**config.mk**
```make
export PLATFORM = sky130hd
export DESIGN_NAME = fpa_div_step
export DESIGN_NICKNAME = d
export VERILOG_FILES = /design/src/fixed_point_alu_assert.svh /design/src/fpa_pkg.sv /design/src/fpa_div_step.sv
export SDC_FILE = /design/constraint.sdc
export NUM_CORES = 1
export LEC_CHECK = 0
export CAP_MARGIN = 10
export CORE_AREA = 2 2 113 115
export DETAILED_ROUTE_END_ITERATION = 12
export DIE_AREA = 0 0 115 117
export DONT_BUFFER_PORTS = 1
export PLACE_DENSITY_LB_ADDON = 0.1
export SYNTH_ARGS = -nofsm -noshare
export SYNTH_HDL_FRONTEND = slang
export SYNTH_SLANG_ARGS = --single-unit
```
**constraint.sdc**
```tcl
create_clock -name aclk -period 4.5 [get_ports aclk]
set_clock_uncertainty 0.05 [all_clocks]
set_input_delay 0.9 -clock aclk [delete_from_list [all_inputs] [get_ports aclk]]
set_output_delay 0.9 -clock aclk [all_outputs]
set_load 0.02 [all_outputs]
```
**src/fixed_point_alu_assert.svh**
```systemverilog
// Assertion macros for the fixed-point ALU. Define ASSERT_OFF to drop them.
`ifndef FIXED_POINT_ALU_ASSERT_SVH
`define FIXED_POINT_ALU_ASSERT_SVH
`ifndef ASSERT_OFF
// Same-cycle implication under an active-low reset.
`define FPA_ASSERT_IMPLIES(label, clk, rst_n, pre, post) \
    label: assert property (@(posedge clk) disable iff (!rst_n) (pre) |-> (post)) \
        else $error("fixed_point_alu: implication check failed");
// Next-cycle implication under an active-low reset.
`define FPA_ASSERT_NEXT(label, clk, rst_n, pre, post) \
    label: assert property (@(posedge clk) disable iff (!rst_n) (pre) |=> (post)) \
        else $error("fixed_point_alu: next-cycle check failed");
`else
`define FPA_ASSERT_IMPLIES(label, clk, rst_n, pre, post)
`define FPA_ASSERT_NEXT(label, clk, rst_n, pre, post)
`endif
`endif

```
**src/fpa_pkg.sv**
```systemverilog
package fpa_pkg;

    localparam int FRAC_BITS_DEF   = 8;
    localparam int VALUE_WIDTH_DEF = 32;
    localparam int DATA_W          = 32;

    typedef enum logic [3:0] {
        OP_ADD      = 4'd0,
        OP_SUB      = 4'd1,
        OP_MUL      = 4'd2,
        OP_DIV      = 4'd3,
        OP_GT       = 4'd4,
        OP_LT       = 4'd5,
        OP_GE       = 4'd6,
        OP_LE       = 4'd7,
        OP_EQ       = 4'd8,
        OP_NE       = 4'd9,
        OP_MIN      = 4'd10,
        OP_MAX      = 4'd11,
        OP_INC      = 4'd12,
        OP_DEC      = 4'd13,
        OP_FROM_INT = 4'd14,
        OP_TO_INT   = 4'd15
    } fpa_op_t;

    // How the tail of the pipeline finishes an item.
    typedef enum logic [1:0] {
        KIND_SIMPLE,
        KIND_MUL,
        KIND_DIV,
        KIND_DBZ
    } fpa_kind_t;

    typedef struct packed {
        fpa_kind_t kind;
        logic      neg;
        logic      cmp;
        logic      ovf;
    } fpa_ctrl_t;

    typedef struct packed {
        fpa_op_t                  operation;
        logic signed [DATA_W-1:0] operand_a;
        logic signed [DATA_W-1:0] operand_b;
    } fpa_in_t;

    typedef struct packed {
        logic signed [DATA_W-1:0] result;
        logic                     compare_true;
        logic                     overflow;
        logic                     divide_by_zero;
    } fpa_out_t;

endpackage

```
**src/fpa_div_step.sv**
```systemverilog
module fpa_div_step #(
    parameter int VALUE_WIDTH = fpa_pkg::VALUE_WIDTH_DEF,
    parameter int FRAC_BITS   = fpa_pkg::FRAC_BITS_DEF,
    localparam int DW = (VALUE_WIDTH < fpa_pkg::DATA_W) ? VALUE_WIDTH : fpa_pkg::DATA_W,
    localparam int QW = DW + FRAC_BITS
) (
    input  logic               aclk,
    input  logic               aresetn,
    input  logic               in_valid,
    output logic               in_ready,
    input  fpa_pkg::fpa_ctrl_t in_ctrl,
    input  logic [DW-1:0]      in_res,
    input  logic [DW-1:0]      in_rem,
    input  logic [QW-1:0]      in_numq,
    input  logic [DW-1:0]      in_den,
    output logic               out_valid,
    input  logic               out_ready,
    output fpa_pkg::fpa_ctrl_t out_ctrl,
    output logic [DW-1:0]      out_res,
    output logic [DW-1:0]      out_rem,
    output logic [QW-1:0]      out_numq,
    output logic [DW-1:0]      out_den
);
    import fpa_pkg::*;

    logic [DW:0]   trial;
    logic [DW:0]   diff;
    logic          fits;
    logic [DW-1:0] rem_next;
    logic [QW-1:0] numq_next;

    logic          valid_reg;
    fpa_ctrl_t     ctrl_reg;
    logic [DW-1:0] res_reg, rem_reg, den_reg;
    logic [QW-1:0] numq_reg;

    // Bring down the next numerator bit, subtract when the divisor fits,
    // shift the quotient bit into the vacated low end.
    assign trial     = {in_rem, in_numq[QW-1]};
    assign diff      = trial - {1'b0, in_den};
    assign fits      = (trial >= {1'b0, in_den});
    assign rem_next  = fits ? diff[DW-1:0] : trial[DW-1:0];
    assign numq_next = {in_numq[QW-2:0], fits};

    assign in_ready = !valid_reg || out_ready;

    always_ff @(posedge aclk) begin
        if (!aresetn) begin
            valid_reg <= 1'b0;
        end else if (in_ready) begin
            valid_reg <= in_valid;
        end
    end

    always_ff @(posedge aclk) begin
        if (in_ready && in_valid) begin
            ctrl_reg <= in_ctrl;
            res_reg  <= in_res;
            rem_reg  <= rem_next;
            numq_reg <= numq_next;
            den_reg  <= in_den;
        end
    end

    assign out_valid = valid_reg;
    assign out_ctrl  = ctrl_reg;
    assign out_res   = res_reg;
    assign out_rem   = rem_reg;
    assign out_numq  = numq_reg;
    assign out_den   = den_reg;

endmodule

```
After elaboration in Yosys (flattened, before gate mapping)
Index checks and enable logic that the tools add are counted.

word-level totals
  logic and storage cells = 15
  flip-flop bits (word level) = 142
  output and inout port bits = 143
  input port bits = 145

operators by class
  $lt $le $gt $ge = 1
  reductions and logical operators = 3
  $add $sub $neg = 1
  mux-type cells = 1

operators with widths
  kind               number
  $ge 33x32->1       1
  $mux 32            1
  $sub 32x32->32     1
  $logic_and 1x1->1  1
  $logic_not 1->1    1
  $logic_or 1x1->1   1

Logic depth before layout (Yosys ltp)
  depth after elaboration = 3
  mapped depth = 13
  mapped depth without buffers = 12

Worst setup path after synthesis
No wires, ideal clock.

  kind = input to register
  start point = in out_ready
  end point = reg ctrl_reg, in the netlist out_ctrl[0], enable pin
  stages = 2
  path buffers = 0
  arrival time = 4.428 ns
  path slack = -0.495 ns
  required time = 3.933 ns
  path through = nand2b_1 -> and2_1

on the way
  longest elaborated chain between the ends = 2

ends and longest elaborated chain
  element               line                text
  from (decl)           fpa_div_step.sv:17  input logic out_ready,
  $logic_or 1x1->1      fpa_div_step.sv:45  assign in_ready = !valid_reg || out_ready;
  $logic_and 1x1->1     fpa_div_step.sv:56  if (in_ready && in_valid) begin
  to (signal assigned)  fpa_div_step.sv:57  ctrl_reg <= in_ctrl;
  to (decl)             fpa_div_step.sv:33  fpa_ctrl_t ctrl_reg;

No other way between the ends.
A chain may end at the register's enable or synchronous reset.

Worst setup path after layout
  start point = in in_numq[39]
  end point = reg rem_reg[30] (netlist: out_rem[30]), data pin

on the way
  longest elaborated chain between the ends = 2

ends and longest elaborated chain
  element                                                line                                    text
  from (decl)                                            fpa_div_step.sv:14                      input logic [QW-1:0] in_numq,
  $sub 32x32->32 / $ge 33x32->1 (equally long branches)  fpa_div_step.sv:40, fpa_div_step.sv:41
  $mux 32 *                                              fpa_div_step.sv:42                      assign rem_next = fits ? diff[DW-1:0] : trial[DW-1:0];
  via rem_next[30]                                       fpa_div_step.sv:29                      logic [DW-1:0] rem_next;
  to (signal assigned)                                   fpa_div_step.sv:59                      rem_reg <= rem_next;
  to (decl)                                              fpa_div_step.sv:34                      logic [DW-1:0] res_reg, rem_reg, den_reg;

The timed path passes the listed nets; every way through them passes the cells marked *.

==> impl_results.md <==
- Critical Path End Type: flop
- Chip Height: approximately 120 um
- Vias in the first global route: roughly 3700
- Final setup TNS: 0 ps
- Postcts setup bufs: 0
- Worst setup path class: input port to flop
- Initial antenna violation count: 0
- Most frequent cells after synthesis: edfxtp_1, a21oi_1, inv_1
- Die footprint: between 10000 and 15000 um^2
- Area Growth Syn to Fin: 11.6%
- RSZ-0062 raised after global routing: no
- CTS tree: built
- DR iter-0 viols: 220
- DRC Markers: 0
- Critical path required time: 4610 ps
- Startpoint Class: input port
- Core area: 12300 um^2
- Peak supply drop: between 0.0002 and 0.0003 V
- Critical Path AT: between 3000 and 4000 ps
- Slew at the pin closest to its max-slew limit: 444 ps
- Synth Flop Type: edfxtp_1
- Post-synthesis instance area: approximately 6500 um^2
- P per Cell Area: 486 nW/um^2
- DRT Wirelength: roughly 14000 um
- Antenna cells: 0
- Period utilisation layout: between 80% and 90%
- Port buffer count: 0
- Outcome: complete, no violations
- # IOs: ~290
- Yosys reg bits: 142
- DR vias/cell: ~5.8
- Relative max-transition margin: between 70% and 80%
- Ys async rst share: 0%
- CTS Buffer Depth: 2
- Clock Latency Late Sink: 410 ps
- Max layer used: met4
- Avg Cell Area, Syn: 13.3 um^2
- Post-synth EDFFs: approximately 140
- Wire per inst: roughly 22 um
- Hold-fix buffer count after cts: 0
- CP cell instances: inv_1, ha_1, fa_1, nand2b_1, a21oi_1, o2111ai_1, o311a_1, a21oi_1, a21oi_1, o41ai_1, xor2_1, mux2_1
- Die span in x: roughly 120 um
- Metal-1 WL: approximately 5400 um
- Max_cap viols: 0
- Seq/Total Area, Yosys: around two thirds
- Max stage delay on crit path: around 400 ps
- Post-Synthesis Cells: approximately 490
- Final Hold Violating Endpoints: 0
- Via Count: roughly 3800
- Hold/Removal Path Class: input port to flop
- Setup ws final: 824 ps
- DR pass1 iterations: 5
- WL met2: approximately 7300 um
- Tmin final: around 3700 ps
- Gr usage total: between 20% and 30%
- First-pass GRT wire length: 20200 um
- LEAKAGE: 2.74 nW
- Post-cts sizing count: 0
- Final antenna-violating net count: 0
- Initial Util: a little over half
- Mapped Nets: approximately 670
- CP dominant cell by count: a21oi_1
- Warnings, synthesis: 0
- Most frequent cell after synthesis: edfxtp_1
- Inserted Clock Buffers: 17
- Largest area contributor in the netlist: edfxtp_1
- Slowest CP cell: fa_1
- Ranking of synthesized cells by area: edfxtp_1, ha_1, a21oi_1
- Final setup viols: 0
- WL met3: approximately 1200 um
- Distinct cells, synth: approximately 50
- Gpl congestion: between 0.9 and 1
- H-Tree Depth: 4
- Peak Freq: roughly 0.27 GHz
- Share of layout cells above drive strength 1: 8.86%
- Largest net degree at the start of global routing: 79
- Min Hold Slack: ~520 ps
- Post-DP HPWL: around 11000 um
- Maximum fanout along the worst path: 3
- # clock sinks: approximately 140
- Clock Tree Root: clkbuf_16
- Cell row count: a little over 40
- Reg clk slew, reported paths: 60 ps
- Synth top area share: 65.5%
- Worst slack, placed: roughly 430 ps
- Pins Over Slew Limit: 0
- Final Net Count: 673
- GRT overflow: 0
-- area by class of cell --
class / count / area, um^2
timing repair buffer: 4 / 42.5
clock buffer: 23 / 478
fill: 988 / 5100
sequential: 142 / 4250
inverter: 39 / 146
multi-input combinational: 291 / 2000
clock inverter: 9 / 110
tap: 150 / 188
-- cells in the final DEF (no fill, tap or decap), types with 3 or more instances in the layout --
cell          n
edfxtp_1    141
a21oi_1      55
inv_1        39
nor2_1       37
ha_1         32
nand2_1      28
clkbuf_16    17
o21ai_0      15
xnor2_1      15
a21o_1       13
xor2_1       12
nand3_1       8
nand4_1       7
o21a_1        6
mux2_2        6
nand2b_1      5
o211ai_1      4
nor4_1        4
mux2_1        4
o21bai_1      3
a211oi_1      3
clkbuf_8      3
clkinvlp_4    3
clkbuf_1      3
buf_4         3
-- worst max-delay path, delay by kind of cell --
family	cells	cell delay, ps
buffers and inverters	1	20
AND/OR/NAND/NOR	1	180
adder cells (fa/ha/maj)	2	620
XOR/XNOR	1	120
multiplexers	1	320
AO/OA/AOI/OAI	6	1630
-- cell families (layout without fill, tap and decap cells) --
family                   count (synthesis)  in the layout  share of synthesized area (%)
adder cells (fa/ha/maj)                 33             33                           6.50
flip-flops                             142            142                           65.8
AND/OR/NAND/NOR                        100            100                           7.02
multiplexers                            12             12                           2.05
buffers and inverters                   54             75                           3.39
XOR/XNOR                                27             27                           3.66
AO/OA/AOI/OAI                          119            119                           11.6
-- power by group --
group	switching [W]	internal, W
logic	0.000223	0.000149
clock network	0.000516	0.000861
registers	0.000164	0.00159
total	0.000903	0.00260
-- registers in the layout, summed over array words and instances, names as in the netlist --
name	count
out_ctrl	5
out_res	32
out_rem	32
out_numq	40
out_den	32
out_valid	1
-- metal layers --
layer	vias up	global-route usage, %
met5	-	0
li1	1828	-
met2	197	34.7
met4	0	9.48
met1	1766	23.0
met3	23	8.55
-- stage by stage --
stage / utilization, % / instances / power [W] / area (um^2)
2_1_floorplan: - / 487 / 0.00207 / 6470
3_3_place_gp: 53.8 / 626 / 0.00216 / 6630
3_5_place_dp: 53.8 / 626 / 0.00216 / 6630
4_1_cts: 58.6 / 658 / 0.00353 / 7210
5_1_grt: 58.6 / 658 / 0.00364 / 7210
6_report: 58.6 / 658 / 0.00351 / 7210
-- path summary, 6_finish.rpt --
check                            startpoint            to  slack [ps]  depth (start not counted)
worst max-delay path            in_numq[39]   out_rem[30]         820                         12
worst min-delay path            in_numq[12]  out_numq[13]         520                          0
worst max register to register    out_valid    out_den[8]        2490                          3
worst min register to register    out_valid     out_valid         770                          2
(Power assumes the default switching activity.)
