[config.mk]
export PLATFORM = sky130hd
export DESIGN_NAME = fpa_decode
export DESIGN_NICKNAME = d
export VERILOG_FILES = /design/src/fixed_point_alu_assert.svh /design/src/fpa_pkg.sv /design/src/fpa_decode.sv
export SDC_FILE = /design/constraint.sdc
export NUM_CORES = 1
export LEC_CHECK = 0
export BUFFER_PORTS_ARGS = -buffer_cell sky130_fd_sc_hd__buf_2
export CAP_MARGIN = 10
export CORE_ASPECT_RATIO = 1.5
export CORE_MARGIN = 8
export CORE_UTILIZATION = 47
export DETAILED_ROUTE_END_ITERATION = 12
export PLACE_DENSITY = 0.73
export SLEW_MARGIN = 15
export SYNTH_ARGS = -nofsm -noshare
export SYNTH_HDL_FRONTEND = slang
export SYNTH_SLANG_ARGS = --single-unit
[constraint.sdc]
create_clock -name aclk -period 7.75 [get_ports aclk]
set_clock_uncertainty 0.1 [all_clocks]
set_input_delay 2.325 -clock aclk [delete_from_list [all_inputs] [get_ports aclk]]
set_output_delay 2.325 -clock aclk [all_outputs]
set_load 0.01 [all_outputs]
[src/fixed_point_alu_assert.svh]
// Assertion macros for the fixed-point ALU. Define ASSERT_OFF to drop them.
`ifndef FIXED_POINT_ALU_ASSERT_SVH
`define FIXED_POINT_ALU_ASSERT_SVH
`ifndef ASSERT_OFF
// Same-cycle implication under an active-low reset.
`define FPA_ASSERT_IMPLIES(label, clk, rst_n, pre, post) \
    label: assert property (@(posedge clk) disable iff (!rst_n) (pre) |-> (post)) \
        else $error("fixed_point_alu: implication check failed");
// Next-cycle implication under an active-low reset.
`define FPA_ASSERT_NEXT(label, clk, rst_n, pre, post) \
    label: assert property (@(posedge clk) disable iff (!rst_n) (pre) |=> (post)) \
        else $error("fixed_point_alu: next-cycle check failed");
`else
`define FPA_ASSERT_IMPLIES(label, clk, rst_n, pre, post)
`define FPA_ASSERT_NEXT(label, clk, rst_n, pre, post)
`endif
`endif

[src/fpa_pkg.sv]
package fpa_pkg;

    localparam int FRAC_BITS_DEF   = 8;
    localparam int VALUE_WIDTH_DEF = 32;
    localparam int DATA_W          = 32;

    typedef enum logic [3:0] {
        OP_ADD      = 4'd0,
        OP_SUB      = 4'd1,
        OP_MUL      = 4'd2,
        OP_DIV      = 4'd3,
        OP_GT       = 4'd4,
        OP_LT       = 4'd5,
        OP_GE       = 4'd6,
        OP_LE       = 4'd7,
        OP_EQ       = 4'd8,
        OP_NE       = 4'd9,
        OP_MIN      = 4'd10,
        OP_MAX      = 4'd11,
        OP_INC      = 4'd12,
        OP_DEC      = 4'd13,
        OP_FROM_INT = 4'd14,
        OP_TO_INT   = 4'd15
    } fpa_op_t;

    // How the tail of the pipeline finishes an item.
    typedef enum logic [1:0] {
        KIND_SIMPLE,
        KIND_MUL,
        KIND_DIV,
        KIND_DBZ
    } fpa_kind_t;

    typedef struct packed {
        fpa_kind_t kind;
        logic      neg;
        logic      cmp;
        logic      ovf;
    } fpa_ctrl_t;

    typedef struct packed {
        fpa_op_t                  operation;
        logic signed [DATA_W-1:0] operand_a;
        logic signed [DATA_W-1:0] operand_b;
    } fpa_in_t;

    typedef struct packed {
        logic signed [DATA_W-1:0] result;
        logic                     compare_true;
        logic                     overflow;
        logic                     divide_by_zero;
    } fpa_out_t;

endpackage

[src/fpa_decode.sv]
module fpa_decode #(
    parameter int VALUE_WIDTH = fpa_pkg::VALUE_WIDTH_DEF,
    parameter int FRAC_BITS   = fpa_pkg::FRAC_BITS_DEF,
    localparam int DW = (VALUE_WIDTH < fpa_pkg::DATA_W) ? VALUE_WIDTH : fpa_pkg::DATA_W
) (
    input  logic              aclk,
    input  logic              aresetn,
    input  logic              in_valid,
    output logic              in_ready,
    input  fpa_pkg::fpa_in_t  in_data,
    output logic              out_valid,
    input  logic              out_ready,
    output fpa_pkg::fpa_ctrl_t out_ctrl,
    output logic [DW-1:0]     out_res,
    output logic [DW-1:0]     out_mag_a,
    output logic [DW-1:0]     out_mag_b
);
    import fpa_pkg::*;

    logic signed [DW-1:0] a_n;
    logic signed [DW-1:0] b_n;
    logic signed [DW-1:0] res_next;
    logic [DW-1:0]        mag_a_next;
    logic [DW-1:0]        mag_b_next;
    fpa_ctrl_t            ctrl_next;

    logic                 valid_reg;
    fpa_ctrl_t            ctrl_reg;
    logic [DW-1:0]        res_reg;
    logic [DW-1:0]        mag_a_reg;
    logic [DW-1:0]        mag_b_reg;

    always_comb begin
        a_n        = in_data.operand_a[DW-1:0];
        b_n        = in_data.operand_b[DW-1:0];
        mag_a_next = a_n[DW-1] ? unsigned'(-a_n) : unsigned'(a_n);
        mag_b_next = b_n[DW-1] ? unsigned'(-b_n) : unsigned'(b_n);
        res_next       = '0;
        ctrl_next.kind = KIND_SIMPLE;
        ctrl_next.neg  = a_n[DW-1] ^ b_n[DW-1];
        ctrl_next.cmp  = 1'b0;
        ctrl_next.ovf  = 1'b0;
        unique case (in_data.operation)
            OP_ADD:      res_next = a_n + b_n;
            OP_SUB:      res_next = a_n - b_n;
            OP_MUL:      ctrl_next.kind = KIND_MUL;
            OP_DIV:      ctrl_next.kind = (b_n == '0) ? KIND_DBZ : KIND_DIV;
            OP_GT:       ctrl_next.cmp = (a_n > b_n);
            OP_LT:       ctrl_next.cmp = (a_n < b_n);
            OP_GE:       ctrl_next.cmp = (a_n >= b_n);
            OP_LE:       ctrl_next.cmp = (a_n <= b_n);
            OP_EQ:       ctrl_next.cmp = (a_n == b_n);
            OP_NE:       ctrl_next.cmp = (a_n != b_n);
            OP_MIN:      res_next = (a_n < b_n) ? a_n : b_n;
            OP_MAX:      res_next = (a_n > b_n) ? a_n : b_n;
            OP_INC:      res_next = a_n + DW'(1);
            OP_DEC:      res_next = a_n - DW'(1);
            OP_FROM_INT: res_next = a_n << FRAC_BITS;
            OP_TO_INT:   res_next = a_n >>> FRAC_BITS;
            default:     res_next = '0;
        endcase
    end

    assign in_ready = !valid_reg || out_ready;

    always_ff @(posedge aclk) begin
        if (!aresetn) begin
            valid_reg <= 1'b0;
        end else if (in_ready) begin
            valid_reg <= in_valid;
        end
    end

    always_ff @(posedge aclk) begin
        if (in_ready && in_valid) begin
            ctrl_reg  <= ctrl_next;
            res_reg   <= res_next;
            mag_a_reg <= mag_a_next;
            mag_b_reg <= mag_b_next;
        end
    end

    assign out_valid = valid_reg;
    assign out_ctrl  = ctrl_reg;
    assign out_res   = res_reg;
    assign out_mag_a = mag_a_reg;
    assign out_mag_b = mag_b_reg;

endmodule

# Yosys cells after proc, flatten, opt, wreduce, memory -nomap -nowiden
# Cells that the tools add are included.
dict set report op_classes {
  addsub 6
  mul 0
  div_mod_pow 0
  n_lt_le_gt_ge 4
  eq_ne 17
  n_shift 0
  mux 8
  bitwise_logic 1
  reduce_logical 5
}
# op n
set ops {}
lappend ops {{one-hot mux 32 bit (8 select lines)} 1}
lappend ops {{2-to-1 mux 32 bit} 2}
lappend ops {{negation 32 bit} 2}
lappend ops {{2-to-1 mux 31 bit} 2}
lappend ops {{adder 32 x 2 -> 32 bit (second input constant)} 1}
lappend ops {{adder 32 bit} 1}
lappend ops {{equality test 32 bit} 1}
lappend ops {{equality test 4 bit (second input constant)} 8}
lappend ops {{greater-or-equal comparator 32 bit} 1}
lappend ops {{> comparator 32 bit} 1}
lappend ops {{<= comparator 32 bit} 1}
lappend ops {{zero test 32 bit} 1}
lappend ops {{less-than comparator 32 bit} 1}
lappend ops {{!= test 32 bit} 1}
lappend ops {{subtractor 32 x 2 -> 32 bit (second input constant)} 1}
lappend ops {{subtractor 32 bit} 1}
lappend ops {{equality test 4 x 3 -> 1 bit (second input constant)} 4}
lappend ops {{equality test 4 x 2 -> 1 bit (second input constant)} 2}
lappend ops {{one-hot mux 1 bit (6 select lines)} 1}
lappend ops {{equality test 4 x 1 -> 1 bit (second input constant)} 1}
lappend ops {{zero test 4 bit} 1}
lappend ops {{one-hot mux 2 bit (2 select lines)} 1}
lappend ops {{logical AND 1 bit} 1}
lappend ops {{zero test 1 bit} 1}
lappend ops {{other kinds (3)} 3}
dict set report totals {
  register_bits 101
  latch_bits 0
  mem_bits_rw 0
  mem_bits_ro 0
  input_bits 72
  output_inout_bits 103
  n_memories 0
}

# Longest topological paths before layout
dict set report depth {
  word_depth 3
  mapped_depth 21
}

# Least setup slack after synthesis
# No wires, ideal clock.
dict set report synth_timing {
  path_kind {input to register}
  start {in in_data[1] in the netlist's numbering}
  end {reg res_reg[31], in the netlist out_res[31] (data pin)}
  t_arrival_ns 6.232
  t_required_ns 7.389
  slack_ns 1.158
  path_stages 21
  cell_sequence {inv_1 > ha_1 > or3b_4 > or4_1 > buf_2 > nor4_4 > nand2_1 > nor2_1 > xnor2_1 > a21oi_1 > ha_1 > clkbuf_1 > a21oi_1 > o21ai_0 > a211oi_1 > nor3_1 > a211oi_1 > o2111ai_1 > a21o_1 > xnor2_1 > a221o_1}
}
dict set report synth_via {
  elab_chain_len 3
}
# item line
set synth_lines {}
lappend synth_lines {{from (decl)} fpa_decode.sv:10} ;# input fpa_pkg::fpa_in_t in_data,
lappend synth_lines {{> comparator 32 bit or less-than comparator 32 bit (tied branches)} {fpa_decode.sv:55, fpa_decode.sv:54}}
lappend synth_lines {{2-to-1 mux 32 bit, on equally long branches} {fpa_decode.sv:55, fpa_decode.sv:54}}
lappend synth_lines {{one-hot mux 32 bit (8 select lines) (*)} fpa_decode.sv:43} ;# unique case (in_data.operation)
lappend synth_lines {{named net res_next[31]} fpa_decode.sv:22} ;# logic signed [DW-1:0] res_next;
lappend synth_lines {{to (signal assigned)} fpa_decode.sv:77} ;# res_reg <= res_next;
lappend synth_lines {{to (decl)} fpa_decode.sv:29} ;# logic [DW-1:0] res_reg;
# Mark *: on every way through the listed nets, which the timed path passes. The rest lies on a longest branch.
# A chain may end at the register's enable or synchronous reset.

# Final worst setup path
# Ends and elaborated chain as after synthesis.

==> flow_summary.toml <==
[global_routing]
grt-ovfl-total = 0
grt_max_degree = 57
grt_first_pass_wirelength_um = 56200
grt_pass1_vias = 9727
antenna_found_initial = 0
grt_use_total_pct = 28.8

[die]
start_util_pct = 47.8
core_sq_mm = 0.0204
die_h_um = 193
die_width_um = 134
die_area_sq_mm = 0.0257
row_count = 64
pin_count = 175

[finish]
nets = 1365
nFillCells = 1950
n_antenna_cell = 0
area_growth_pct = 13.7
drive_gt1_share_pct = 20.1
fin_area_sq_mm = 0.0111
multi_input_area_sq_mm = 0.00630
seq_area_sq_mm = 0.00302

[sta]
drv_slew = 0
grt_setup_unrepaired = "no"
worst_pin_slew_ns = 0.971
slew_headroom_pct = 35.2
report.final.hold_viol_count = 0
period_share_pct = 90.1
max_freq_ghz = 0.143
fin_setup_tns_ns = 0
setup_viol = 0
fin_crit_ns = 6.98

[synthesis]
yosys.area.top_type = "edfxtp_1"
synth_area_leaders = "edfxtp_1, xnor2_1, ha_1, a21oi_1, nand2_1"
synthFlopType = "edfxtp_1"
ys_seq_elements = 101
syn_nets = 1231
synth_top_area_share_pct = 30.8
synth_warnings = 0
syn_avg_cell_area_sq_um = 8.97
yosysMostFrequentCell = "xnor2_1"
async_flop_share_pct = 0
seq_area_frac_synth_pct = 31.0
yosys-top-cells-count = "xnor2_1, nand2_1, edfxtp_1"
synth_edf_count = 100
synth_area_sq_mm = 0.00976
synthCells = 1089
synth_cell_types = 90

[worst_setup_path]
cp_cell_sequence = "buf_2 -> inv_1 -> ha_1 -> or3b_4 -> or4_1 -> nor4_4 -> and3_1 -> xnor2_1 -> a21oi_1 -> ha_1 -> a21oi_1 -> o21ai_0 -> a211oi_1 -> nor3_1 -> a211oi_1 -> o2111ai_1 -> a21o_1 -> xnor2_1 -> a221o_1"
setup.worst_path.start = "in_data[1]"
arrival_ns = 7.02
critPathTopFamily = "compound AO/OA/AOI/OAI gates"
path_max_fanout = 6
crit_path_top_delay_cell = "or4_1"
max_stage_delay_ns = 0.52
setup.worst_path.class = "in2reg"
worstReg2RegStart = "out_valid$_SDFFE_PN0N_"
crit_path_start_kind = "input port"
worstPathRequired_ns = 7.78
crit_buf_inv = 2
endpoint_kind = "flip-flop"

[placement]
place.gp.congestion = 1.03
post-dp-hpwl_um = 29200
portBuffers = 173
place_area_sq_mm = 0.0108

[detailed_routing]
vias = 9682
wire_per_inst_um = 25.5
drtAntennaViolNets = 0
drcViolationCount = 0
dr.pass1.iters = 5
routed_wl_um = 38100
drt_iter0_markers = 937
vias_per_cell = 6.49

[clock_network]
cts.clk_slew.worst_paths_ns = 0.08
insertion_delay_ns = 0.38
htreeDepth = 3
postCtsHoldBufs = 0
cts_tree = "done"
cts_made_buffers = 9
post_cts_resized = 0
cts_root_buffer = "clkbuf_16"
cts_buffer_depth = 2
post_cts_buffers = 0
clock_sinks = 101

[power]
leakagePower_nw = 4.58
powerDensity_mw_per_mm2 = 166
p_total_mw = 1.84
irDropWorstVdd_uv = 108

[job]
max-cap-violations = 0

[hold_path]
min-delay-start = "out_valid$_SDFFE_PN0N_"
hold_class = "reg2reg"

[outcome]
status = "finished clean"
==> report_power, final <==
| part | internal [mW] | switching (mW) |
|---|---|---|
| registers | 0.666 | 0.0154 |
| logic | 0.260 | 0.425 |
| clock network | 0.230 | 0.248 |
| total | 1.16 | 0.689 |
==> stage by stage <==
stage / setup WS (ns) / hold WS, ns / cells / utilization (%)
3_5_place_dp: 0.470 / 0.431 / 1476 / 52.9
2_1_floorplan: 1.16 / 0.510 / 1089 / -
4_1_cts: 0.851 / 0.444 / 1492 / 54.4
6_report: 0.766 / 0.433 / 1492 / 54.4
3_3_place_gp: 0.559 / 0.411 / 1476 / 52.9
5_1_grt: 0.513 / 0.476 / 1492 / 54.4
==> tightest hold or removal path: stages, from the launching register on <==
cell and delay [ns]:
dfxtp_1 0.32, nand2b_1 0.09, a21boi_0 0.08
==> layer usage <==
metal / up-vias / GRT usage, % / routed length (um)
li1: 4416 / - / -
met2: 499 / 52.2 / 19600
met5: - / 0 / 0
met1: 4606 / 29.2 / 13000
met4: 0 / 23.1 / 3050
met3: 161 / 4.19 / 2390
==> kinds of logic after synthesis <==
kind of cell	after synthesis	synth area share (%)
buffers and inverters	111	4.87
AND/OR/NAND/NOR	298	16.2
AO/OA/AOI/OAI	364	25.8
adder cells (fa/ha/maj)	70	9.12
other	1	0.0384
multiplexers	9	0.948
flip-flops	101	31.0
XOR/XNOR	135	12.1
==> final cells by class <==
| type | instances | share of cell area, % |
|---|---|---|
| Clock buffer | 9 | 2.03 |
| Timing Repair Buffer | 189 | 8.88 |
| Clock inverter | 7 | 0.698 |
| Tap cell | 264 | 2.97 |
| Multi-Input combinational cell | 877 | 56.7 |
| Sequential cell | 101 | 27.2 |
| Inverter | 45 | 1.52 |
==> state kept, by name, summed over array words and instances (netlist names) <==
register,count
out_mag_a,32
out_res,32
out_mag_b,32
out_valid,1
out_ctrl,4
==> final timing paths <==
path,to,slack [ns],cells after the start
max,out_res[31]$_DFFE_PP_,0.77,19
min reg2reg,out_valid$_SDFFE_PN0N_,0.43,2
max reg2reg,out_res[13]$_DFFE_PP_,5.56,3
min,out_valid$_SDFFE_PN0N_,0.43,2
==> cells in the final DEF, fill, tap and decap left out, types with 14 or more instances in the layout <==
cell type  count
buf_2        173
xnor2_1      109
nand2_1      103
edfxtp_1     100
a21oi_1       93
ha_1          68
o21ai_0       64
nor2_1        47
inv_1         44
a21o_1        33
xor2_1        26
nand3_1       23
a222oi_1      20
nand4_1       17
nor3_1        16
a221o_1       16
buf_4         16
a31oi_1       15
o211ai_1      14
a22oi_1       14
Note: power is estimated with default switching activity, not from simulation.
