[config.mk]
export PLATFORM = sky130hd
export DESIGN_NAME = fpa_mul
export DESIGN_NICKNAME = d
export VERILOG_FILES = /design/src/fixed_point_alu_assert.svh /design/src/fpa_pkg.sv /design/src/fpa_mul.sv
export SDC_FILE = /design/constraint.sdc
export NUM_CORES = 2
export LEC_CHECK = 0
export BUFFER_PORTS_ARGS = -buffer_cell sky130_fd_sc_hd__buf_2
export CORE_MARGIN = 1.5
export CORE_UTILIZATION = 61
export DETAILED_ROUTE_END_ITERATION = 7
export PLACE_DENSITY = 0.76
export SETUP_SLACK_MARGIN = 0.02
export SYNTH_ARGS = -nofsm -noshare
export SYNTH_HDL_FRONTEND = slang
export SYNTH_SLANG_ARGS = --single-unit
[constraint.sdc]
create_clock -name aclk -period 40.6 [get_ports aclk]
set_clock_uncertainty 0.15 [all_clocks]
set_input_delay 4.06 -clock aclk [delete_from_list [all_inputs] [get_ports aclk]]
set_output_delay 4.06 -clock aclk [all_outputs]
set_load 0.005 [all_outputs]
[src/fixed_point_alu_assert.svh]
// Assertion macros for the fixed-point ALU. Define ASSERT_OFF to drop them.
`ifndef FIXED_POINT_ALU_ASSERT_SVH
`define FIXED_POINT_ALU_ASSERT_SVH
`ifndef ASSERT_OFF
// Same-cycle implication under an active-low reset.
`define FPA_ASSERT_IMPLIES(label, clk, rst_n, pre, post) \
    label: assert property (@(posedge clk) disable iff (!rst_n) (pre) |-> (post)) \
        else $error("fixed_point_alu: implication check failed");
// Next-cycle implication under an active-low reset.
`define FPA_ASSERT_NEXT(label, clk, rst_n, pre, post) \
    label: assert property (@(posedge clk) disable iff (!rst_n) (pre) |=> (post)) \
        else $error("fixed_point_alu: next-cycle check failed");
`else
`define FPA_ASSERT_IMPLIES(label, clk, rst_n, pre, post)
`define FPA_ASSERT_NEXT(label, clk, rst_n, pre, post)
`endif
`endif

[src/fpa_pkg.sv]
package fpa_pkg;

    localparam int FRAC_BITS_DEF   = 8;
    localparam int VALUE_WIDTH_DEF = 32;
    localparam int DATA_W          = 32;

    typedef enum logic [3:0] {
        OP_ADD      = 4'd0,
        OP_SUB      = 4'd1,
        OP_MUL      = 4'd2,
        OP_DIV      = 4'd3,
        OP_GT       = 4'd4,
        OP_LT       = 4'd5,
        OP_GE       = 4'd6,
        OP_LE       = 4'd7,
        OP_EQ       = 4'd8,
        OP_NE       = 4'd9,
        OP_MIN      = 4'd10,
        OP_MAX      = 4'd11,
        OP_INC      = 4'd12,
        OP_DEC      = 4'd13,
        OP_FROM_INT = 4'd14,
        OP_TO_INT   = 4'd15
    } fpa_op_t;

    // How the tail of the pipeline finishes an item.
    typedef enum logic [1:0] {
        KIND_SIMPLE,
        KIND_MUL,
        KIND_DIV,
        KIND_DBZ
    } fpa_kind_t;

    typedef struct packed {
        fpa_kind_t kind;
        logic      neg;
        logic      cmp;
        logic      ovf;
    } fpa_ctrl_t;

    typedef struct packed {
        fpa_op_t                  operation;
        logic signed [DATA_W-1:0] operand_a;
        logic signed [DATA_W-1:0] operand_b;
    } fpa_in_t;

    typedef struct packed {
        logic signed [DATA_W-1:0] result;
        logic                     compare_true;
        logic                     overflow;
        logic                     divide_by_zero;
    } fpa_out_t;

endpackage

[src/fpa_mul.sv]
module fpa_mul #(
    parameter int VALUE_WIDTH = fpa_pkg::VALUE_WIDTH_DEF,
    parameter int FRAC_BITS   = fpa_pkg::FRAC_BITS_DEF,
    localparam int DW = (VALUE_WIDTH < fpa_pkg::DATA_W) ? VALUE_WIDTH : fpa_pkg::DATA_W
) (
    input  logic               aclk,
    input  logic               aresetn,
    input  logic               in_valid,
    output logic               in_ready,
    input  fpa_pkg::fpa_ctrl_t in_ctrl,
    input  logic [DW-1:0]      in_res,
    input  logic [DW-1:0]      in_mag_a,
    input  logic [DW-1:0]      in_mag_b,
    output logic               out_valid,
    input  logic               out_ready,
    output fpa_pkg::fpa_ctrl_t out_ctrl,
    output logic [DW-1:0]      out_res,
    output logic [DW-1:0]      out_mag_a,
    output logic [DW-1:0]      out_mag_b
);
    import fpa_pkg::*;

    localparam int PW = 2 * DW;
    localparam logic [PW-1:0] HALF =
        (FRAC_BITS > 0) ? (PW'(1) << ((FRAC_BITS > 0) ? FRAC_BITS - 1 : 0)) : '0;
    localparam logic [PW-1:0] POS_LIM = PW'((64'(1) << (DW - 1)) - 64'(1));
    localparam logic [PW-1:0] NEG_LIM = PW'(64'(1) << (DW - 1));
    localparam logic [DW-1:0] MAX_POS = {1'b0, {(DW-1){1'b1}}};
    localparam logic [DW-1:0] MIN_NEG = {1'b1, {(DW-1){1'b0}}};

    logic rdy1, rdy2, rdy3;

    // product stage
    logic          v1_reg;
    fpa_ctrl_t     ctrl1_reg;
    logic [DW-1:0] res1_reg, mag_a1_reg, mag_b1_reg;
    logic [PW-1:0] prod1_reg;
    logic [PW-1:0] prod_next;

    // rounding stage
    logic          v2_reg;
    fpa_ctrl_t     ctrl2_reg;
    logic [DW-1:0] res2_reg, mag_a2_reg, mag_b2_reg;
    logic [PW-1:0] qm2_reg;
    logic [PW-1:0] qm_next;

    // saturation stage
    logic          v3_reg;
    fpa_ctrl_t     ctrl3_reg;
    logic [DW-1:0] res3_reg, mag_a3_reg, mag_b3_reg;
    fpa_ctrl_t     ctrl3_next;
    logic [DW-1:0] res3_next;

    assign rdy3     = !v3_reg || out_ready;
    assign rdy2     = !v2_reg || rdy3;
    assign rdy1     = !v1_reg || rdy2;
    assign in_ready = rdy1;

    assign prod_next = PW'(in_mag_a) * PW'(in_mag_b);
    assign qm_next   = (prod1_reg + HALF) >> FRAC_BITS;

    always_comb begin
        ctrl3_next = ctrl2_reg;
        res3_next  = res2_reg;
        if (ctrl2_reg.kind == KIND_MUL) begin
            if (ctrl2_reg.neg) begin
                if (qm2_reg > NEG_LIM) begin
                    ctrl3_next.ovf = 1'b1;
                    res3_next      = MIN_NEG;
                end else begin
                    res3_next = -qm2_reg[DW-1:0];
                end
            end else begin
                if (qm2_reg > POS_LIM) begin
                    ctrl3_next.ovf = 1'b1;
                    res3_next      = MAX_POS;
                end else begin
                    res3_next = qm2_reg[DW-1:0];
                end
            end
        end
    end

    always_ff @(posedge aclk) begin
        if (!aresetn) begin
            v1_reg <= 1'b0;
            v2_reg <= 1'b0;
            v3_reg <= 1'b0;
        end else begin
            if (rdy1) begin
                v1_reg <= in_valid;
            end
            if (rdy2) begin
                v2_reg <= v1_reg;
            end
            if (rdy3) begin
                v3_reg <= v2_reg;
            end
        end
    end

    always_ff @(posedge aclk) begin
        if (rdy1 && in_valid) begin
            ctrl1_reg  <= in_ctrl;
            res1_reg   <= in_res;
            mag_a1_reg <= in_mag_a;
            mag_b1_reg <= in_mag_b;
            prod1_reg  <= prod_next;
        end
        if (rdy2 && v1_reg) begin
            ctrl2_reg  <= ctrl1_reg;
            res2_reg   <= res1_reg;
            mag_a2_reg <= mag_a1_reg;
            mag_b2_reg <= mag_b1_reg;
            qm2_reg    <= qm_next;
        end
        if (rdy3 && v2_reg) begin
            ctrl3_reg  <= ctrl3_next;
            res3_reg   <= res3_next;
            mag_a3_reg <= mag_a2_reg;
            mag_b3_reg <= mag_b2_reg;
        end
    end

    assign out_valid = v3_reg;
    assign out_ctrl  = ctrl3_reg;
    assign out_res   = res3_reg;
    assign out_mag_a = mag_a3_reg;
    assign out_mag_b = mag_b3_reg;

endmodule

# After elaboration in Yosys (flattened, before gate mapping)
# Cells that the tools add are included.
[word_totals]
regBits = 426
input_bits = 105
elab_cells = 49
[classes]
add_sub_neg = 2
n_mul = 1
n_lt_le_gt_ge = 2
eq_ne = 1
n_mux = 8
reduce_logical = 9
[ops]
columns = ["op", "n"]
rows = [
  ["32-bit 2-to-1 mux", 4],
  ["64-bit by 8-bit adder with 64-bit output, second input constant", 1],
  ["32-bit by 32-bit multiplier with 64-bit output", 1],
  ["56-bit by 31-bit greater-than comparator with 1-bit output, second input constant", 1],
  ["56-bit by 32-bit greater-than comparator with 1-bit output, second input constant", 1],
  ["32-bit negator", 1],
  ["1-bit 2-to-1 mux", 4],
  ["1-bit logical AND", 3],
  ["1-bit logical NOT", 3],
  ["1-bit logical OR", 3],
  ["2-bit by 1-bit equality test with 1-bit output, second input constant", 1],
]

# Logic depth before layout (Yosys ltp)
[depth]
depth_word = 5
depth_mapped = 27
mapped_depth_nobuf = 26

# Least setup slack after synthesis
# OpenSTA, ideal clock, no wires.
[synth_path]
path_kind = "input-to-reg"
startpoint = "input port out_ready"
endpoint = "register ctrl2_reg[0] in the netlist's numbering (enable)"
setup_time_ps = 914
arrival_time_ps = 15479
setup_slack_ps = 24058
cell_stages = 2
n_path_buf = 0
path_cell_list = "nor2b_1 > a21boi_0"
[synth_between]
elab_chain_cells = 3
[synth_lines]
columns = ["element", "line_no", "rtl"]
rows = [
  ["start: declaration", "fpa_mul.sv:15", "input logic out_ready,"],
  ["1-bit logical OR", "fpa_mul.sv:54", "assign rdy3 = !v3_reg || out_ready;"],
  ["1-bit logical OR", "fpa_mul.sv:55", "assign rdy2 = !v2_reg || rdy3;"],
  ["1-bit logical AND", "fpa_mul.sv:110", "if (rdy2 && v1_reg) begin"],
  ["end signal: assignment", "fpa_mul.sv:111", "ctrl2_reg <= ctrl1_reg;"],
  ["end: declaration", "fpa_mul.sv:42", "fpa_ctrl_t ctrl2_reg;"],
]
# Every way passes these cells.
# A chain may end at the register's enable or synchronous reset.

# Worst setup path in the final report
[layout_path]
startpoint = "input port in_mag_b[6]"
endpoint = "register prod1_reg[55], data pin"
[layout_between]
elab_chain_cells = 1
[layout_lines]
columns = ["element", "line_no", "rtl"]
rows = [
  ["start: declaration", "fpa_mul.sv:13", "input logic [DW-1:0] in_mag_b,"],
  ["32-bit by 32-bit multiplier with 64-bit output", "fpa_mul.sv:59", "assign prod_next = PW'(in_mag_a) * PW'(in_mag_b);"],
  ["net prod_next[55]", "fpa_mul.sv:38", "logic [PW-1:0] prod_next;"],
  ["end signal: assignment", "fpa_mul.sv:108", "prod1_reg <= prod_next;"],
  ["end: declaration", "fpa_mul.sv:37", "logic [PW-1:0] prod1_reg;"],
]
# The timed path passes the listed nets, and every way through them passes these cells.

==> qor.yml <==
hold_viol: 0
grt_overflow: 0
syn_area_per_cell_um2: 10.5
layout-drive-gt1-share_pct: 6.69
pin_count: 208
grt_pass1_wl_um: 193000
drt-total-wl_um: 121000
synth_cells: 4574
worst_slew_pin_slew_ns: 1.14
fp.coreArea_um2: 77800
crit_type: "in -> reg"
largest_register_ffs: 57
wire_per_inst_um: 21.3
synth.net_count: 5836
startpoint: "in_mag_b[6]"
hp-start: "mag_a1_reg[25]$_DFFE_PP_"
rows: 102
dpl_worst_slack_ns: 28.26
die_x_um: 284
critPathTopFamily: "adder cells"
htree_levels: 2
min-delay-path-class: "reg -> reg"
drt_pass1_iterations: 6
cts_tree: "done"
grt_setup_unrepaired: "no"
ys_seq_elements: 419
vias: 32400
slew_viol_final: 0
slew_headroom_pct: 24.1
crit_top_cell: "fa_1"
num-fill-cells: 6137
synth_area_leaders: "fa_1 37%, edfxtp_1 26%, and2_1 7.7%, inv_1 7.1%, ha_1 6.8%"
ctsHoldBuffers: 0
die-height_um: 284
port-buffer-count: 207
gp_congestion: 0.943
dp_hpwl_um: 87400
grt_pass1_vias: 34900
ant_nets: 0
synth_top_area_share_pct: 37.2
clkSlewWorstSetupHoldPaths_ns: 0.06
post_cts_buffers: 0
die_area_um2: 80700
nets: 5875
cts_resized: 0
yosysSeqAreaShare_pct: 26.0
synth_top_cell_by_area: "fa_1"
remaining_drc_errors: 0
start_util_pct: 61.9
viasPerCell: 5.70
worst_setup_path_start_kind: "input pin"
fmax_mhz: 83.8
regToRegSetupSlack_ns: 36.77
clock_sinks: 419
worst-path-buf-inv: 7
fin_ws_ns: 28.67
crit_path_top_delay_cell: "a211oi_1"
synth_edf_count: 416
outcome: "completed"
area_growth_pct: 6.37
clk_latency_ns: 0.62
drv_cap: 0
synth_area_um2: 48200
cts_buffers: 46
ys.flop_type: "edfxtp_1"
cts_buffer_depth: 3
async_reset_ff_share_pct: 0
root_buffer: "clkbuf_16"
antenna_found_initial: 2
yosysWarnings: 0
endpoint_kind: "flop"
synth_cell_type_count: 60
setup_viol: 0
slowest_delay_ns: 0.69
drt_first_iter_violations: 2168
grt_max_degree: 134
crit_required_ns: 40.83
critPathArrivalTime_ns: 12.17
fin_crit_ns: 11.93
r2r-start: "qm2_reg[1]$_DFFE_PP_"
track_usage_pct: 31.2
finalCritPeriodShare_pct: 29.4
setup_tns_ns: 0
path_max_fanout: 33
worst paths after layout:
check	endpoint	cells after the start
worst max register to register	out_res[24]$_DFFE_PP_	10
worst min register to register	mag_a2_reg[25]$_DFFE_PP_	0
worst min-delay path	mag_a2_reg[25]$_DFFE_PP_	0
worst max-delay path	prod1_reg[55]$_DFFE_PP_	25
cell usage in the layout, fill, tap and decap left out, types with 15 or more instances in the layout:
cell,count
edfxtp_1,416
nor3_1,24
o21ai_1,15
xor2_1,40
buf_2,207
a21oi_1,110
nor4_1,15
a21o_1,16
and2_1,591
o22ai_1,22
fa_1,895
ha_1,262
buf_4,15
o21ai_0,73
xnor2_1,78
nand4_1,30
clkbuf_16,47
inv_1,908
nor2_1,72
nand2_1,581
and3_1,15
nand3_1,41
a31oi_1,17
cell usage after synthesis, drive strengths merged, types with 2 or more instances:
| cell | count |
|---|---|
| a21oi | 110 |
| xor2 | 40 |
| o21ai | 89 |
| a311oi | 4 |
| o21bai | 11 |
| buf | 6 |
| a31oi | 18 |
| nor2b | 9 |
| a21boi | 7 |
| and4 | 7 |
| edfxtp | 416 |
| a2111oi | 4 |
| mux2i | 2 |
| o22ai | 22 |
| a221o | 2 |
| nand3 | 41 |
| nor4 | 16 |
| o41ai | 3 |
| fa | 895 |
| a211oi | 8 |
| o21a | 6 |
| o211ai | 2 |
| and3 | 15 |
| nand2b | 6 |
| nor3 | 24 |
| inv | 908 |
| a41oi | 2 |
| a221oi | 2 |
| clkbuf | 226 |
| nand2 | 582 |
| dfxtp | 3 |
| o31ai | 2 |
| a21o | 16 |
| ha | 262 |
| or4 | 6 |
| nor2 | 72 |
| o221ai | 5 |
| nand4 | 30 |
| and2 | 591 |
| or3 | 10 |
| or2 | 7 |
| xnor2 | 78 |
cell type report:
cell class,count,area [um2],area share (%)
clock inverters,28,236,0.461
repair buffers,223,1170,2.28
multi-input cells,3015,31400,61.2
inverters,908,3410,6.65
diodes,1,2.50,0.00488
flip-flops and latches,419,12600,24.5
well taps,1040,1300,2.54
clock buffers,55,1210,2.35
worst register-to-register path, stage by stage, from the launching register on:
cell and delay (ns):
edfxtp_1 0.43, inv_1 0.08, ha_1 0.17, or3b_2 0.50, or3_4 0.40, or3_4 0.46, o21ai_4 0.26, nand2_2 0.29
a21o_1 0.44, a311oi_1 0.40, a21o_1 0.13
per-stage QoR:
stage	instances	hold WS [ns]	area, um2	util [%]
4_1_cts	5688	0.254	51300	65.9
2_1_floorplan	4574	0.250	48200	-
6_report	5689	0.251	51300	65.9
3_5_place_dp	5605	0.255	49800	64.0
3_3_place_gp	5605	0.250	49800	64.0
5_1_grt	5688	0.262	51300	65.9
cell families after synthesis:
family	share of synthesized area, %
xor+xnor	2.14
compound gates	3.91
fa+ha+maj	44.0
buf+inv	8.89
flops	26.0
simple gates	15.0
mux	0.0415
layer usage:
metal / wire length [um] / track usage (%) / part of all wire [%]
met5: 0 / 0 / 0
met4: 6490 / 15.0 / 5.4
met3: 8610 / 4.82 / 7.1
met2: 60100 / 52.1 / 50
met1: 46100 / 40.1 / 38
Power is not shown: default switching activity piles up to over one toggle a cycle in this logic, so the estimate is an artifact.
